**config.mk**
```make
export PLATFORM = sky130hd
export DESIGN_NAME = instruction_class_decoder_core_flat
export DESIGN_NICKNAME = d
export VERILOG_FILES = /design/src/sv/icd_pkg.sv /design/src/sv/icd_if.sv /design/src/sv/icd_in_reg.sv /design/src/sv/icd_decode.sv /design/src/sv/icd_out_reg.sv /design/src/sv/instruction_class_decoder_core.sv /design/src/flat_wrapper.sv
export SDC_FILE = /design/constraint.sdc
export NUM_CORES = 1
export LEC_CHECK = 0
export BUFFER_PORTS_ARGS = -buffer_cell sky130_fd_sc_hd__buf_2
export CAP_MARGIN = 25
export CORE_MARGIN = 2
export CORE_UTILIZATION = 45
export DETAILED_ROUTE_END_ITERATION = 16
export GPL_ROUTABILITY_DRIVEN = 0
export GPL_TIMING_DRIVEN = 0
export PLACE_DENSITY = 0.64
export RECOVER_POWER = 25
export SETUP_SLACK_MARGIN = 0.02
export SLEW_MARGIN = 5
export SYNTH_ARGS = -nofsm -noshare
export SYNTH_HDL_FRONTEND = slang
export SYNTH_SLANG_ARGS = --single-unit
export TNS_END_PERCENT = 100
```
**constraint.sdc**
```tcl
create_clock -name clk -period 3.2 [get_ports clk]
set_input_delay 0.64 -clock clk [delete_from_list [all_inputs] [get_ports clk]]
set_output_delay 0.64 -clock clk [all_outputs]
set_load 0.1 [all_outputs]
```
**src/sv/icd_pkg.sv**
```systemverilog
// types and opcode constants for the instruction class decoder
`timescale 1ns / 1ps

package icd_pkg;

  localparam int unsigned WORD_W  = 16;
  localparam int unsigned CLASS_W = 7;

  typedef logic [WORD_W-1:0]  word_t;
  typedef logic [CLASS_W-1:0] op_class_t;

  typedef struct packed {
    op_class_t op_class;
    logic      bad_opcode;
    word_t     exec_word;
  } dec_res_t;

  localparam op_class_t OP_NOP    = 7'd0;
  localparam op_class_t OP_MOVW   = 7'd1;
  localparam op_class_t OP_MULS   = 7'd2;
  localparam op_class_t OP_MULSU  = 7'd3;
  localparam op_class_t OP_FMUL   = 7'd4;
  localparam op_class_t OP_FMULS  = 7'd5;
  localparam op_class_t OP_FMULSU = 7'd6;
  localparam op_class_t OP_CPC    = 7'd7;
  localparam op_class_t OP_SBC    = 7'd8;
  localparam op_class_t OP_ADD    = 7'd9;
  localparam op_class_t OP_CPSE   = 7'd10;
  localparam op_class_t OP_CP     = 7'd11;
  localparam op_class_t OP_SUB    = 7'd12;
  localparam op_class_t OP_ADC    = 7'd13;
  localparam op_class_t OP_AND    = 7'd14;
  localparam op_class_t OP_EOR    = 7'd15;
  localparam op_class_t OP_OR     = 7'd16;
  localparam op_class_t OP_MOV    = 7'd17;
  localparam op_class_t OP_CPI    = 7'd18;
  localparam op_class_t OP_SBCI   = 7'd19;
  localparam op_class_t OP_SUBI   = 7'd20;
  localparam op_class_t OP_ORI    = 7'd21;
  localparam op_class_t OP_ANDI   = 7'd22;
  localparam op_class_t OP_LDD    = 7'd23;
  localparam op_class_t OP_STD    = 7'd24;
  localparam op_class_t OP_LDS    = 7'd25;
  localparam op_class_t OP_LDZ    = 7'd26;
  localparam op_class_t OP_LPM    = 7'd27;
  localparam op_class_t OP_ELPM   = 7'd28;
  localparam op_class_t OP_LDY    = 7'd29;
  localparam op_class_t OP_LDX    = 7'd30;
  localparam op_class_t OP_POP    = 7'd31;
  localparam op_class_t OP_STS    = 7'd32;
  localparam op_class_t OP_STZ    = 7'd33;
  localparam op_class_t OP_XCH    = 7'd34;
  localparam op_class_t OP_LAS    = 7'd35;
  localparam op_class_t OP_LAC    = 7'd36;
  localparam op_class_t OP_LAT    = 7'd37;
  localparam op_class_t OP_STY    = 7'd38;
  localparam op_class_t OP_STX    = 7'd39;
  localparam op_class_t OP_PUSH   = 7'd40;
  localparam op_class_t OP_BSET   = 7'd41;
  localparam op_class_t OP_BCLR   = 7'd42;
  localparam op_class_t OP_IJMP   = 7'd43;
  localparam op_class_t OP_EIJMP  = 7'd44;
  localparam op_class_t OP_RET    = 7'd45;
  localparam op_class_t OP_ICALL  = 7'd46;
  localparam op_class_t OP_RETI   = 7'd47;
  localparam op_class_t OP_EICALL = 7'd48;
  localparam op_class_t OP_SLEEP  = 7'd49;
  localparam op_class_t OP_BREAK  = 7'd50;
  localparam op_class_t OP_WDR    = 7'd51;
  localparam op_class_t OP_SPM    = 7'd52;
  localparam op_class_t OP_COM    = 7'd53;
  localparam op_class_t OP_NEG    = 7'd54;
  localparam op_class_t OP_SWAP   = 7'd55;
  localparam op_class_t OP_INC    = 7'd56;
  localparam op_class_t OP_ASR    = 7'd57;
  localparam op_class_t OP_LSR    = 7'd58;
  localparam op_class_t OP_ROR    = 7'd59;
  localparam op_class_t OP_DEC    = 7'd60;
  localparam op_class_t OP_DES    = 7'd61;
  localparam op_class_t OP_JMP    = 7'd62;
  localparam op_class_t OP_CALL   = 7'd63;
  localparam op_class_t OP_ADIW   = 7'd64;
  localparam op_class_t OP_SBIW   = 7'd65;
  localparam op_class_t OP_CBI    = 7'd66;
  localparam op_class_t OP_SBIC   = 7'd67;
  localparam op_class_t OP_SBI    = 7'd68;
  localparam op_class_t OP_SBIS   = 7'd69;
  localparam op_class_t OP_MUL    = 7'd70;
  localparam op_class_t OP_IN     = 7'd71;
  localparam op_class_t OP_OUT    = 7'd72;
  localparam op_class_t OP_RJMP   = 7'd73;
  localparam op_class_t OP_RCALL  = 7'd74;
  localparam op_class_t OP_LDI    = 7'd75;
  localparam op_class_t OP_BRANCH = 7'd76;
  localparam op_class_t OP_BLD    = 7'd77;
  localparam op_class_t OP_BST    = 7'd78;
  localparam op_class_t OP_SBRC   = 7'd79;
  localparam op_class_t OP_SBRS   = 7'd80;
  localparam op_class_t OP_LAST   = OP_SBRS;

  // fixed control words of the one-operand row, and the exec words that the implied lpm and elpm forms turn into
  localparam word_t W_IJMP   = 16'h9409;
  localparam word_t W_EIJMP  = 16'h9419;
  localparam word_t W_RET    = 16'h9508;
  localparam word_t W_ICALL  = 16'h9509;
  localparam word_t W_RETI   = 16'h9518;
  localparam word_t W_EICALL = 16'h9519;
  localparam word_t W_SLEEP  = 16'h9588;
  localparam word_t W_BREAK  = 16'h9598;
  localparam word_t W_WDR    = 16'h95a8;
  localparam word_t W_LPM_I  = 16'h95c8;
  localparam word_t W_ELPM_I = 16'h95d8;
  localparam word_t W_SPM    = 16'h95e8;
  localparam word_t W_SPM_Z  = 16'h95f8;
  localparam word_t W_LPM_X  = 16'h9004;
  localparam word_t W_ELPM_X = 16'h9006;

endpackage

```
**src/sv/icd_if.sv**
```systemverilog
// valid/ready channel interfaces for instruction words and decode results
`timescale 1ns / 1ps

interface icd_in_if;
  import icd_pkg::*;
  logic  valid;
  logic  ready;
  word_t instr_word;

  modport source (output valid, output instr_word, input ready);
  modport sink (input valid, input instr_word, output ready);
endinterface

interface icd_out_if;
  import icd_pkg::*;
  logic      valid;
  logic      ready;
  op_class_t op_class;
  logic      bad_opcode;
  word_t     exec_word;

  modport source (output valid, output op_class, output bad_opcode, output exec_word,
                  input ready);
  modport sink (input valid, input op_class, input bad_opcode, input exec_word,
                output ready);
endinterface

```
**src/sv/icd_in_reg.sv**
```systemverilog
// input register stage holding one instruction word
`timescale 1ns / 1ps

module icd_in_reg
  import icd_pkg::*;
(
  input  logic  clk,
  input  logic  rst_n,
  input  logic  up_valid,
  input  word_t up_word,
  output logic  up_ready,
  output logic  dn_valid,
  output word_t dn_word,
  input  logic  dn_ready
);

  logic  valid_r, valid_nxt;
  word_t word_r;

  assign up_ready  = !valid_r || dn_ready;
  assign valid_nxt = up_ready ? up_valid : valid_r;

  always_ff @(posedge clk) begin
    if (!rst_n) begin
      valid_r <= 1'b0;
    end else begin
      valid_r <= valid_nxt;
    end
  end

  always_ff @(posedge clk) begin
    if (up_ready && up_valid) begin
      word_r <= up_word;
    end
  end

  assign dn_valid = valid_r;
  assign dn_word  = word_r;

endmodule

```
**src/sv/icd_decode.sv**
```systemverilog
// combinational sort of one instruction word into its operation class
`timescale 1ns / 1ps

module icd_decode
  import icd_pkg::*;
(
  input  word_t    word,
  output dec_res_t res
);

  logic [5:0] row;
  logic       b9;
  op_class_t  cls;
  logic       bad;

  assign row = word[15:10];
  assign b9  = word[9];

  always_comb begin
    cls = OP_NOP;
    bad = 1'b0;
    case (row)
      6'h00: begin
        if (word == 16'h0000) begin
          cls = OP_NOP;
        end else if (word[15:8] == 8'h01) begin
          cls = OP_MOVW;
        end else if (word[15:8] == 8'h02) begin
          cls = OP_MULS;
        end else if (word[15:8] == 8'h03) begin
          case ({word[7], word[3]})
            2'b00:   cls = OP_MULSU;
            2'b01:   cls = OP_FMUL;
            2'b10:   cls = OP_FMULS;
            default: cls = OP_FMULSU;
          endcase
        end else begin
          bad = 1'b1;
        end
      end
      6'h01: cls = OP_CPC;
      6'h02: cls = OP_SBC;
      6'h03: cls = OP_ADD;
      6'h04: cls = OP_CPSE;
      6'h05: cls = OP_CP;
      6'h06: cls = OP_SUB;
      6'h07: cls = OP_ADC;
      6'h08: cls = OP_AND;
      6'h09: cls = OP_EOR;
      6'h0a: cls = OP_OR;
      6'h0b: cls = OP_MOV;
      6'h0c, 6'h0d, 6'h0e, 6'h0f: cls = OP_CPI;
      6'h10, 6'h11, 6'h12, 6'h13: cls = OP_SBCI;
      6'h14, 6'h15, 6'h16, 6'h17: cls = OP_SUBI;
      6'h18, 6'h19, 6'h1a, 6'h1b: cls = OP_ORI;
      6'h1c, 6'h1d, 6'h1e, 6'h1f: cls = OP_ANDI;
      6'h20, 6'h21, 6'h22, 6'h23,
      6'h28, 6'h29, 6'h2a, 6'h2b: cls = b9 ? OP_STD : OP_LDD;
      6'h24: begin
        // loads when bit 9 is clear, stores when set
        case ({b9, word[3:0]})
          5'h00:                cls = OP_LDS;
          5'h01, 5'h02:         cls = OP_LDZ;
          5'h04, 5'h05:         cls = OP_LPM;
          5'h06, 5'h07:         cls = OP_ELPM;
          5'h09, 5'h0a:         cls = OP_LDY;
          5'h0c, 5'h0d, 5'h0e:  cls = OP_LDX;
          5'h0f:                cls = OP_POP;
          5'h10:                cls = OP_STS;
          5'h11, 5'h12:         cls = OP_STZ;
          5'h14:                cls = OP_XCH;
          5'h15:                cls = OP_LAS;
          5'h16:                cls = OP_LAC;
          5'h17:                cls = OP_LAT;
          5'h19, 5'h1a:         cls = OP_STY;
          5'h1c, 5'h1d, 5'h1e:  cls = OP_STX;
          5'h1f:                cls = OP_PUSH;
          default:              bad = 1'b1;
        endcase
      end
      6'h25: begin
        if (!b9 && word[3:1] == 3'b100) begin
          // flag ops and the fixed control words
          if (word[15:8] == 8'h94 && word[3:0] == 4'h8) begin
            cls = word[7] ? OP_BCLR : OP_BSET;
          end else begin
            case (word)
              W_IJMP:           cls = OP_IJMP;
              W_EIJMP:          cls = OP_EIJMP;
              W_RET:            cls = OP_RET;
              W_ICALL:          cls = OP_ICALL;
              W_RETI:           cls = OP_RETI;
              W_EICALL:         cls = OP_EICALL;
              W_SLEEP:          cls = OP_SLEEP;
              W_BREAK:          cls = OP_BREAK;
              W_WDR:            cls = OP_WDR;
              W_LPM_I:          cls = OP_LPM;
              W_ELPM_I:         cls = OP_ELPM;
              W_SPM, W_SPM_Z:   cls = OP_SPM;
              default:          bad = 1'b1;
            endcase
          end
        end else if (!b9) begin
          case (word[3:0])
            4'h0:       cls = OP_COM;
            4'h1:       cls = OP_NEG;
            4'h2:       cls = OP_SWAP;
            4'h3:       cls = OP_INC;
            4'h5:       cls = OP_ASR;
            4'h6:       cls = OP_LSR;
            4'h7:       cls = OP_ROR;
            4'ha:       cls = OP_DEC;
            4'hb: begin
              // des only with bit 8 clear
              cls = OP_DES;
              bad = word[8];
            end
            4'hc, 4'hd: cls = OP_JMP;
            4'he, 4'hf: cls = OP_CALL;
            default:    bad = 1'b1;
          endcase
        end else begin
          cls = word[8] ? OP_SBIW : OP_ADIW;
        end
      end
      6'h26: begin
        case (word[9:8])
          2'd0:    cls = OP_CBI;
          2'd1:    cls = OP_SBIC;
          2'd2:    cls = OP_SBI;
          default: cls = OP_SBIS;
        endcase
      end
      6'h27: cls = OP_MUL;
      6'h2c, 6'h2d: cls = OP_IN;
      6'h2e, 6'h2f: cls = OP_OUT;
      6'h30, 6'h31, 6'h32, 6'h33: cls = OP_RJMP;
      6'h34, 6'h35, 6'h36, 6'h37: cls = OP_RCALL;
      6'h38, 6'h39, 6'h3a, 6'h3b: cls = OP_LDI;
      6'h3c, 6'h3d: cls = OP_BRANCH;
      6'h3e: cls = b9 ? OP_BST : OP_BLD;
      6'h3f: begin
        // reserved bit 3 must be clear for skip-if-bit
        if (word[3]) begin
          bad = 1'b1;
        end else begin
          cls = b9 ? OP_SBRS : OP_SBRC;
        end
      end
      default: bad = 1'b1;
    endcase
  end

  always_comb begin
    res.op_class   = bad ? OP_NOP : cls;
    res.bad_opcode = bad;
    if (word == W_LPM_I) begin
      res.exec_word = W_LPM_X;
    end else if (word == W_ELPM_I) begin
      res.exec_word = W_ELPM_X;
    end else begin
      res.exec_word = word;
    end
  end

endmodule

```
**src/sv/icd_out_reg.sv**
```systemverilog
// result register stage feeding the output channel
`timescale 1ns / 1ps

module icd_out_reg
  import icd_pkg::*;
(
  input  logic     clk,
  input  logic     rst_n,
  input  logic     up_valid,
  input  dec_res_t up_res,
  output logic     up_ready,
  output logic     dn_valid,
  output dec_res_t dn_res,
  input  logic     dn_ready
);

  logic     valid_r, valid_nxt;
  dec_res_t res_r;

  assign up_ready  = !valid_r || dn_ready;
  assign valid_nxt = up_ready ? up_valid : valid_r;

  always_ff @(posedge clk) begin
    if (!rst_n) begin
      valid_r <= 1'b0;
    end else begin
      valid_r <= valid_nxt;
    end
  end

  always_ff @(posedge clk) begin
    if (up_ready && up_valid) begin
      res_r <= up_res;
    end
  end

  assign dn_valid = valid_r;
  assign dn_res   = res_r;

endmodule

```
**src/sv/instruction_class_decoder_core.sv**
```systemverilog
// top level of the instruction class decoder
//
//   channel   dir  payload                               beat when
//   in_bus    in   instr_word[15:0]                      valid && ready
//   out_bus   out  op_class[6:0] bad_opcode exec_word    valid && ready
//
// one beat per cycle sustained while out_bus is not stalled; an input beat reaches
// the result through the input register, the decode logic and the result register
// ready is combinational back through both register stages, so a stall on
// the output holds both stages and no beat is lost
// rst_n is synchronous; it empties both stages
`timescale 1ns / 1ps

module instruction_class_decoder_core
  import icd_pkg::*;
(
  input  logic      clk,
  input  logic      rst_n,
  icd_in_if.sink    in_bus,
  icd_out_if.source out_bus
);

  logic     s1_valid;
  logic     s1_ready;
  word_t    s1_word;
  dec_res_t dec_res;
  dec_res_t out_res;

  icd_in_reg u_in_reg (
    .clk      (clk),
    .rst_n    (rst_n),
    .up_valid (in_bus.valid),
    .up_word  (in_bus.instr_word),
    .up_ready (in_bus.ready),
    .dn_valid (s1_valid),
    .dn_word  (s1_word),
    .dn_ready (s1_ready)
  );

  icd_decode u_decode (
    .word (s1_word),
    .res  (dec_res)
  );

  icd_out_reg u_out_reg (
    .clk      (clk),
    .rst_n    (rst_n),
    .up_valid (s1_valid),
    .up_res   (dec_res),
    .up_ready (s1_ready),
    .dn_valid (out_bus.valid),
    .dn_res   (out_res),
    .dn_ready (out_bus.ready)
  );

  assign out_bus.op_class   = out_res.op_class;
  assign out_bus.bad_opcode = out_res.bad_opcode;
  assign out_bus.exec_word  = out_res.exec_word;

endmodule

```
**src/flat_wrapper.sv**
```systemverilog
// flat-port wrapper written by rule: the top's interface ports become plain ports
module instruction_class_decoder_core_flat import icd_pkg::*;
  (clk, rst_n, in_bus_valid, in_bus_instr_word, in_bus_ready, out_bus_valid, out_bus_op_class, out_bus_bad_opcode, out_bus_exec_word, out_bus_ready);
  icd_in_if in_bus_i ();
  icd_out_if out_bus_i ();
  input  logic clk;
  input  logic rst_n;
  input wire logic [$bits(in_bus_i.valid)-1:0] in_bus_valid;
  input wire logic [$bits(in_bus_i.instr_word)-1:0] in_bus_instr_word;
  output wire logic [$bits(in_bus_i.ready)-1:0] in_bus_ready;
  output wire logic [$bits(out_bus_i.valid)-1:0] out_bus_valid;
  output wire logic [$bits(out_bus_i.op_class)-1:0] out_bus_op_class;
  output wire logic [$bits(out_bus_i.bad_opcode)-1:0] out_bus_bad_opcode;
  output wire logic [$bits(out_bus_i.exec_word)-1:0] out_bus_exec_word;
  input wire logic [$bits(out_bus_i.ready)-1:0] out_bus_ready;
  assign in_bus_i.valid = in_bus_valid;
  assign in_bus_i.instr_word = in_bus_instr_word;
  assign in_bus_ready = in_bus_i.ready;
  assign out_bus_valid = out_bus_i.valid;
  assign out_bus_op_class = out_bus_i.op_class;
  assign out_bus_bad_opcode = out_bus_i.bad_opcode;
  assign out_bus_exec_word = out_bus_i.exec_word;
  assign out_bus_i.ready = out_bus_ready;
  instruction_class_decoder_core u_core (.clk(clk), .rst_n(rst_n), .in_bus(in_bus_i), .out_bus(out_bus_i));
endmodule
```
# Word level (Yosys, flattened, before mapping)
# Index checks and enable logic that the tools add are counted.
dict set report totals {
  output_inout_bits 26
  register_bits 42
  in_bits 20
  elab_cells 204
}
dict set report op_classes {
  muxes 32
  n_reduce_logical 42
  n_eq_ne 123
}
# op count
set op_table {}
lappend op_table {{$pmux W7 S30} 1}
lappend op_table {{$eq A16 B16 Y1 const B} 13}
lappend op_table {{$eq A6 B6 Y1 const B} 32}
lappend op_table {{$eq A6 B5 Y1 const B} 16}
lappend op_table {{$pmux W6 S16} 1}
lappend op_table {{$pmux W6 S12} 1}
lappend op_table {{$pmux W6 S11} 1}
lappend op_table {{$eq A5 B5 Y1 const B} 13}
lappend op_table {{$eq A6 B4 Y1 const B} 8}
lappend op_table {{$reduce_or A4 Y1} 8}
lappend op_table {{$eq A5 B4 Y1 const B} 6}
lappend op_table {{$eq A4 B4 Y1 const B} 7}
lappend op_table {{$reduce_or A2 Y1} 13}
lappend op_table {{$reduce_or A26 Y1} 1}
lappend op_table {{$eq A6 B3 Y1 const B} 4}
lappend op_table {{$mux W7} 3}
lappend op_table {{$eq A5 B3 Y1 const B} 4}
lappend op_table {{$pmux W3 S3} 2}
lappend op_table {{$eq A8 B2 Y1 const B} 2}
lappend op_table {{$logic_not A16 Y1} 1}
lappend op_table {{$reduce_or A13 Y1} 1}
lappend op_table {{$eq A4 B3 Y1 const B} 3}
lappend op_table {{$eq A6 B2 Y1 const B} 2}
lappend op_table {{$mux W3} 4}
lappend op_table {{27 further kinds} 50}

# Depth between registers and ports, before layout
# Gate-level depths: netlist of run 1.
dict set report logic_depth {
  ltp_word 7
  mapped_depth 8
  depth_no_buf 7
}

# Modules after synthesis
# A second synthesis of run 1 with hierarchy kept.
dict set report hier_totals {
  hier_cells 299
  area_unflattened_um2 2822.7
}
# module cells_per_inst instances area_each_um2 seq_area_each_um2
set by_module_without_submodules {}
lappend by_module_without_submodules {icd_decode 249 1 1506.4 0.0}
lappend by_module_without_submodules {icd_out_reg 29 1 778.2 740.7}
lappend by_module_without_submodules {icd_in_reg 21 1 538.0 500.5}

# Worst setup path after synthesis of run 1
# OpenSTA, ideal clock, no wires.
dict set report synth_path {
  kind {register -> register}
  start {register u_core.u_out_reg.valid_r (netlist: u_core.u_out_reg.dn_valid)}
  end {register u_core.u_in_reg.word_r[0] (netlist: u_core.u_in_reg.dn_word[0]), enable pin}
  n_path_buf 0
  path_stages_with_launch 4
  path_slack_ps 458
  t_arrival_ps 2422
  setup_ps 320
  period_less_slack_ps 2742
  t_required_ps 2880
  path_cell_list {dfxtp_1 -> nor2b_1 -> nand2_1 -> and2_1}
}
dict set report synth_via {
  elab_chain_cells 4
}
# item line_no
set synth_lines {}
lappend synth_lines {{start, declared} icd_out_reg.sv:17} ;# logic valid_r, valid_nxt;
lappend synth_lines {{start signal, assigned} icd_out_reg.sv:27} ;# valid_r <= valid_nxt;
lappend synth_lines {{$logic_not A1 Y1} icd_out_reg.sv:20} ;# assign up_ready = !valid_r || dn_ready;
lappend synth_lines {{$logic_or A1 B1 Y1} icd_out_reg.sv:20}
lappend synth_lines {{$logic_or A1 B1 Y1} icd_in_reg.sv:20} ;# assign up_ready = !valid_r || dn_ready;
lappend synth_lines {{net in_bus_ready} flat_wrapper.sv:10} ;# output wire logic [$bits(in_bus_i.ready)-1:0] in_bus_ready;
lappend synth_lines {{$logic_and A1 B1 Y1} icd_in_reg.sv:32} ;# if (up_ready && up_valid) begin
lappend synth_lines {{end signal, assigned} icd_in_reg.sv:33} ;# word_r <= up_word;
lappend synth_lines {{end, declared} icd_in_reg.sv:18} ;# word_t word_r;
# The timed path passes the listed nets, and every way through them passes these cells.
# A chain may end at the register's enable or synchronous reset.

# Worst setup path in the final report of run 1
dict set report layout_path {
  start {register u_core.u_in_reg.word_r[9] (netlist: u_core.u_in_reg.dn_word[9])}
  end {register u_core.u_out_reg.res_r, in the netlist u_core.u_out_reg.dn_res[17] (data pin)}
}
dict set report layout_via {
  elab_chain_cells 6
  word_cells_on_any_way 86
  cone_classes {44 x eq/ne; 25 x mux; 17 x reduce/logical}
}
# item line_no
set layout_lines {}
lappend layout_lines {{$eq A16 B16 Y1 / $eq A8 B2 Y1 (equally long branches)} {icd_decode.sv:87, icd_decode.sv:30}}
lappend layout_lines {{$reduce_or A2 Y1 (tied with other cells)} icd_decode.sv:87} ;# case (word)
lappend layout_lines {{$pmux W6 S12 (tied with other cells)} icd_decode.sv:87}
lappend layout_lines {{$mux W6 (tied with other cells)} icd_decode.sv:84} ;# if (word[15:8] == 8'h94 && word[3:0] == 4'h8) begin
lappend layout_lines {{$mux W7 (tied with other cells)} icd_decode.sv:82} ;# if (!b9 && word[3:1] == 3'b100) begin
lappend layout_lines {{$pmux W7 S30 / $pmux W1 S4 (equally long branches)} icd_decode.sv:22} ;# case (row)
lappend layout_lines {{end signal, assigned} icd_out_reg.sv:33} ;# res_r <= up_res;
lappend layout_lines {{end, declared} icd_out_reg.sv:18} ;# dec_res_t res_r;
# Parallel ways exist; a longest one is shown, timed or not.

==> summary.md, run 1 <==
| Metric | Value |
|---|---|
| Status | `finished clean` |
| Yosys Warn Count | `0` |
| Hold Slack | `0.509 ns` |
| Die width | `83.4 um` |
| FF-to-FF path depth | `7` |
| CP Depth | `7` |
| Syn avg cell area | `9.55 um2` |
| Flops & latches, synth | `42` |
| Post-route antenna net violation count | `0` |
| Starting DRT DRC Count | `446` |
| Final Cell Area | `0.00328 mm2` |
| Worst slew pin tran | `0.831 ns` |
| Post-layout util | `54.7%` |
| Setup crit start kind | `flop` |
| Gr ovfl total | `0` |
| Non-Filler Instances | `426` |
| Diodes inserted | `0` |
| Core ar. | `0.00599 mm2` |
| Hold_buf cts | `0` |
| Cell family with most CP delay | `simple AND/OR/NAND/NOR gates` |
| Share of cells above drive strength 1 | `22.2%` |
| Most frequent cells in the layout | `buf_2, edfxtp_1, nor2_1` |
| WL final | `7000 um` |
| CTS Root Cell | `clkbuf_8` |
| Most used DFF post-synth | `edfxtp_1` |
| Total track usage | `20.0%` |
| Clock transition at path regs | `0.08 ns` |
| Critical-path cell list | `clkbuf_1 > or2b_2 > nor3_1 > o41ai_1 > a311oi_1 > a211oi_1 > o31a_1` |
| Post-synth EDFFs | `40` |
| Seq. cell area | `0.00124 mm2` |
| Commonest non-fill, non-tap cell in the layout | `buf_2` |
| CP Max Fanout | `10` |
| Worst slew margin | `44.5%` |
| Setup violators final | `0` |
| Tcrit/Tclk final | `82.9%` |
| Crit Path Category | `reg -> reg` |
| Num CTS Buffers | `5` |
| DP Worst Slack | `0.734 ns` |
| Syn Inst Count | `297` |
| Fmax | `377 MHz` |
| Fin. Hold Viols | `0` |
| CP max stage delay | `0.46 ns` |
| Std-Cell Rows | `28` |
| CTS Buffer Depth | `2` |
| Vias post-DR | `2561` |
| CTS tree | `done` |
| Hold Path Stages | `1` |
| Final worst slack | `0.547 ns` |
| Fin nets | `374` |
| Crit. End Element | `flop` |
| CP max stage cell | `nor3_1` |
| Final setup TNS | `0 ns` |
| Final min period | `2.65 ns` |
| First-pass iteration count of the detailed router | `5` |
| Die Area | `0.00695 mm2` |
| Setup repair bufs after CTS | `0` |
| Worst path required time | `3.25 ns` |
| H-tree levels | `2` |
| Synthesized area | `0.00284 mm2` |
| Vias/cell | `6.01` |
| Post-synthesis sequential area ratio | `43.8%` |
| Netlist cell types | `68` |
| RSZ-0062 raised after global routing | `false` |
| Die height | `83.4 um` |
| Worst clock skew | `0.00289 ns` |
| Clock Latency Late Sink | `0.30 ns` |
| Pins over their slew limit | `0` |
| Fill cell count | `559` |
| MaxCap Viol Count | `0` |
| Critical Path AT | `2.71 ns` |
| Post-Syn Nets | `321` |
| Residual DRC | `0` |
| Vias in the first global route | `2243` |
| Resize count post-CTS | `0` |
| Clock Sinks | `42` |
| Post-synth ARST share | `0%` |
| First-pass GRT wire length | `11200 um` |
| Io pins | `46` |
| PD cells | `428 mW/mm2` |
| DP Wirelength | `5020 um` |
| Largest net degree at the start of global routing | `19` |
| Initial Util | `47.3%` |
| CP Buf/Inv Count | `1` |
| Routed len/inst | `16.4 um` |
| Placed Instance Area | `0.00317 mm2` |
| P&R area growth vs syn | `15.5%` |
| PnR Total Power | `1.40 mW` |
| Initial antenna violation count | `0` |
| Leak | `1.19 nW` |
| Maximum vdd drop | `0.211 mV` |
| Hold WC Path Type | `in -> reg` |
| Port Buffers | `45` |
| Placed cells | `418` |
| Multi-input gate area | `0.00138 mm2` |
==> registers in the layout, indices dropped and copies added (netlist names) <==
register and cells:
u_core.u_out_reg.dn_res 24, u_core.u_in_reg.dn_valid 1, u_core.u_out_reg.dn_valid 1, u_core.u_in_reg.dn_word 16
==> metal layers <==
| metal | share of wire (%) | GRT usage [%] | routed length (um) | up-vias |
|---|---|---|---|---|
| met5 | 0 | 0 | 0 | - |
| met4 | 1.6 | 6.26 | 111 | 0 |
| met3 | 9.0 | 4.27 | 630 | 13 |
| met2 | 45 | 29.3 | 3150 | 141 |
| met1 | 44 | 29.5 | 3110 | 1183 |
| li1 | - | - | - | 1224 |
==> final timing paths <==
| kind | startpoint | endpoint | slack [ns] |
|---|---|---|---|
| worst max-delay path | u_core.u_in_reg.dn_word[9] | u_core.u_out_reg.dn_res[17] | 0.55 |
| worst min-delay path | in_bus_instr_word[12] | u_core.u_in_reg.dn_word[12] | 0.51 |
| worst max register to register | u_core.u_in_reg.dn_word[9] | u_core.u_out_reg.dn_res[17] | 0.55 |
| worst min register to register | u_core.u_in_reg.dn_valid | u_core.u_out_reg.dn_valid | 0.52 |
==> cells by family after synthesis <==
| logic type | after synthesis | synth area share (%) |
|---|---|---|
| compound gates | 84 | 20.8 |
| xor+xnor | 2 | 0.618 |
| fa+ha+maj | 4 | 1.76 |
| buf+inv | 42 | 7.76 |
| flops | 42 | 43.8 |
| mux | 1 | 0.353 |
| simple gates | 122 | 24.9 |
==> Yosys cell counts, types with 2 or more instances <==
master / n / area (um2)
a2111oi_0: 2 / 17.5
a211oi_1: 2 / 15.0
a21o_1: 3 / 22.5
a21oi_1: 22 / 110
a221oi_1: 3 / 26.3
a22oi_1: 2 / 15.0
a311oi_1: 2 / 17.5
a31oi_1: 6 / 37.5
and2_1: 3 / 18.8
and2b_2: 2 / 17.5
and3_1: 2 / 12.5
buf_1: 2 / 7.51
buf_2: 4 / 20.0
clkbuf_1: 21 / 78.8
clkbuf_8: 5 / 68.8
dfxtp_1: 2 / 40.0
edfxtp_1: 40 / 1200
ha_1: 4 / 50.1
inv_1: 9 / 33.8
nand2_1: 19 / 71.3
nand2b_1: 2 / 12.5
nand3_1: 6 / 30.0
nand3b_1: 2 / 15.0
nand4_1: 3 / 18.8
nand4b_1: 2 / 17.5
nor2_1: 34 / 128
nor2b_1: 8 / 50.1
nor3_1: 9 / 45.0
nor3b_1: 3 / 22.5
nor4_1: 4 / 25.0
nor4b_1: 5 / 43.8
o2111ai_1: 3 / 26.3
o211ai_1: 2 / 15.0
o21a_1: 2 / 15.0
o21ai_0: 11 / 55.1
o22a_1: 2 / 17.5
o31a_1: 3 / 26.3
o31ai_1: 3 / 22.5
o32ai_1: 3 / 26.3
o41ai_1: 2 / 17.5
or2_2: 2 / 12.5
or3_1: 4 / 25.0
xor2_1: 2 / 17.5
==> final cells by class <==
cell class | count | area share, %
Multi-Input combinational cell | 213 | 42.0
Sequential cell | 42 | 37.9
Timing Repair Buffer | 46 | 7.33
Buffer | 33 | 5.58
Tap cell | 75 | 2.86
Clock buffer | 5 | 2.10
Clock inverter | 3 | 1.22
Inverter | 9 | 1.03
==> power breakdown <==
group | leakage (nW) | total [mW] | internal, mW | switching, mW
combinational | 0.740 | 0.331 | 0.0901 | 0.240
sequential | 0.397 | 0.654 | 0.637 | 0.0173
clock | 0.0579 | 0.416 | 0.230 | 0.187
(Power assumes the default switching activity.)
==> inputs of run 2 (changes only) <==
- clock period: 3.2 -> 2.55 ns (I/O delays scaled with it)
==> summary.md, run 2 (same netlist as run 1, synthesis figures left out) <==
| Metric | Value |
|---|---|
| Status | `finished clean` |
| Core ar. | `0.00599 mm2` |
| Placed cells | `418` |
| P&R area growth vs syn | `16.2%` |
| Non-Filler Instances | `426` |
| Routed len/inst | `15.9 um` |
| Post-layout util | `55.0%` |
| H-tree levels | `2` |
| Std-Cell Rows | `28` |
| PnR Total Power | `1.76 mW` |
| Die Area | `0.00695 mm2` |
| MaxCap Viol Count | `0` |
| Vias in the first global route | `2212` |
| PD cells | `533 mW/mm2` |
| Hold_buf cts | `0` |
| CTS Root Cell | `clkbuf_8` |
| Final setup TNS | `0 ns` |
| RR Endpoint | `u_core.u_out_reg.dn_res[17]` |
| Fmax | `408 MHz` |
| Crit Path Category | `reg -> reg` |
| CTS tree | `done` |
| Initial antenna violation count | `0` |
| Sw Ratio | `31.6%` |
| Final worst slack | `0.100 ns` |
| Port Buffers | `45` |
| Hold WC Path Type | `in -> reg` |
| Most frequent cells in the layout | `buf_2, edfxtp_1, nor2_1` |
| Vias post-DR | `2555` |
| Reg2Reg Launch Point | `u_core.u_in_reg.dn_word[9]` |
| Clock Sinks | `42` |
| Largest net degree at the start of global routing | `21` |
| Commonest non-fill, non-tap cell in the layout | `buf_2` |
| Setup crit start kind | `flop` |
| Worst slew pin tran | `0.695 ns` |
| Starting DRT DRC Count | `425` |
| RSZ-0062 raised after global routing | `true` |
| Fin. Hold Viols | `0` |
| WL final | `6780 um` |
| FF-to-FF path depth | `6` |
| Gr ovfl total | `0` |
| Die width | `83.4 um` |
| Max FFs per register | `24` |
| Fin nets | `374` |
| Hold Path End | `u_core.u_in_reg.dn_word[2]` |
| Clock transition at path regs | `0.08 ns` |
| Die height | `83.4 um` |
| CP dominant cell by count | `clkbuf_1` |
| Critical-path cell list | `clkbuf_1 > clkbuf_1 > a21oi_1 > o21ai_0 > o2111ai_1 > o31a_1` |
| Hold Path Stages | `1` |
| Crit. End Element | `flop` |
| Tcrit/Tclk final | `96.1%` |
| Worst reg-to-reg setup slack | `0.10 ns` |
| Final Cell Area | `0.00330 mm2` |
| DP Wirelength | `4840 um` |
| Worst clock skew | `0.00631 ns` |
| Gate power share | `23.7%` |
| Maximum vdd drop | `0.248 mV` |
| First-pass iteration count of the detailed router | `5` |
| Worst slew margin | `53.7%` |
| Diodes inserted | `0` |
| First-pass GRT wire length | `11100 um` |
| Vias/cell | `6.00` |
| Clk pwr share | `29.5%` |
| Leak | `1.20 nW` |
| Io pins | `46` |
| Setup violators final | `0` |
| Int Power | `1.20 mW` |
| Worst path required time | `2.61 ns` |
| Critical Path AT | `2.51 ns` |
| Placed Instance Area | `0.00317 mm2` |
| CP max stage delay | `0.52 ns` |
| CP Buf/Inv Count | `2` |
| Num CTS Buffers | `5` |
| CTS Buffer Depth | `2` |
| Share of cells above drive strength 1 | `23.6%` |
| Post-route antenna net violation count | `0` |
| Sequential share of power | `46.7%` |
| Hold path startpoint | `in_bus_instr_word[2]` |
| Hold Slack | `0.382 ns` |
| Cell family with most CP delay | `buffers and inverters` |
| Initial Util | `47.3%` |
| CP Max Fanout | `10` |
| Total track usage | `19.5%` |
| DP Worst Slack | `0.0951 ns` |
| Final min period | `2.45 ns` |
| CP max stage cell | `clkbuf_1` |
| Clock Latency Late Sink | `0.30 ns` |
| Residual DRC | `0` |
| Pins over their slew limit | `0` |
| Net switching power | `0.554 mW` |
-- run 2: repair_timing --
item                                    4_1_cts  5_1_grt
gates resized for setup                       0        4
buffers inserted                              0        0
endpoints found under the setup margin        0        7
-- run 2: how the worst max path moves through the flow --
stage / startpoint / end / slack, ns / cells past startpoint
floorplan: u_core.u_out_reg.dn_valid / u_core.u_in_reg.dn_word[0] / 0.12 / 3
global placement: out_bus_ready / u_core.u_out_reg.dn_res[5] / -0.05 / 3
detailed placement: u_core.u_in_reg.dn_word[7] / u_core.u_out_reg.dn_res[16] / 0.1 / 7
CTS: u_core.u_in_reg.dn_word[6] / u_core.u_out_reg.dn_res[16] / 0.06 / 7
global route: u_core.u_in_reg.dn_word[6] / u_core.u_out_reg.dn_res[16] / -0.04 / 7
finish: u_core.u_in_reg.dn_word[9] / u_core.u_out_reg.dn_res[17] / 0.10 / 6
-- run 2: cell type report --
type / count / area (um2)
fill: 537 / 2690
multi-input combinational: 213 / 1390
sequential: 42 / 1240
timing repair buffer: 46 / 240
buffer: 33 / 185
tap: 75 / 93.8
clock buffer: 5 / 68.8
clock inverter: 3 / 40.0
inverter: 9 / 33.8
-- run 2: metal layers --
metal  global-route usage [%]  part of all wire, %
met1                     29.2                   44
met2                     28.6                   44
met3                     3.88                  9.2
met4                     5.81                  2.8
met5                        0                    0
-- run 2: power groups by stage --
stage          Clock, mW  Sequential, mW  Combinational, mW
2_1_floorplan          0           0.975              0.184
3_3_place_gp           0           0.836              0.406
3_5_place_dp           0           0.836              0.410
4_1_cts            0.535           0.820              0.411
5_1_grt            0.562           0.826              0.444
6_report           0.519           0.821              0.416
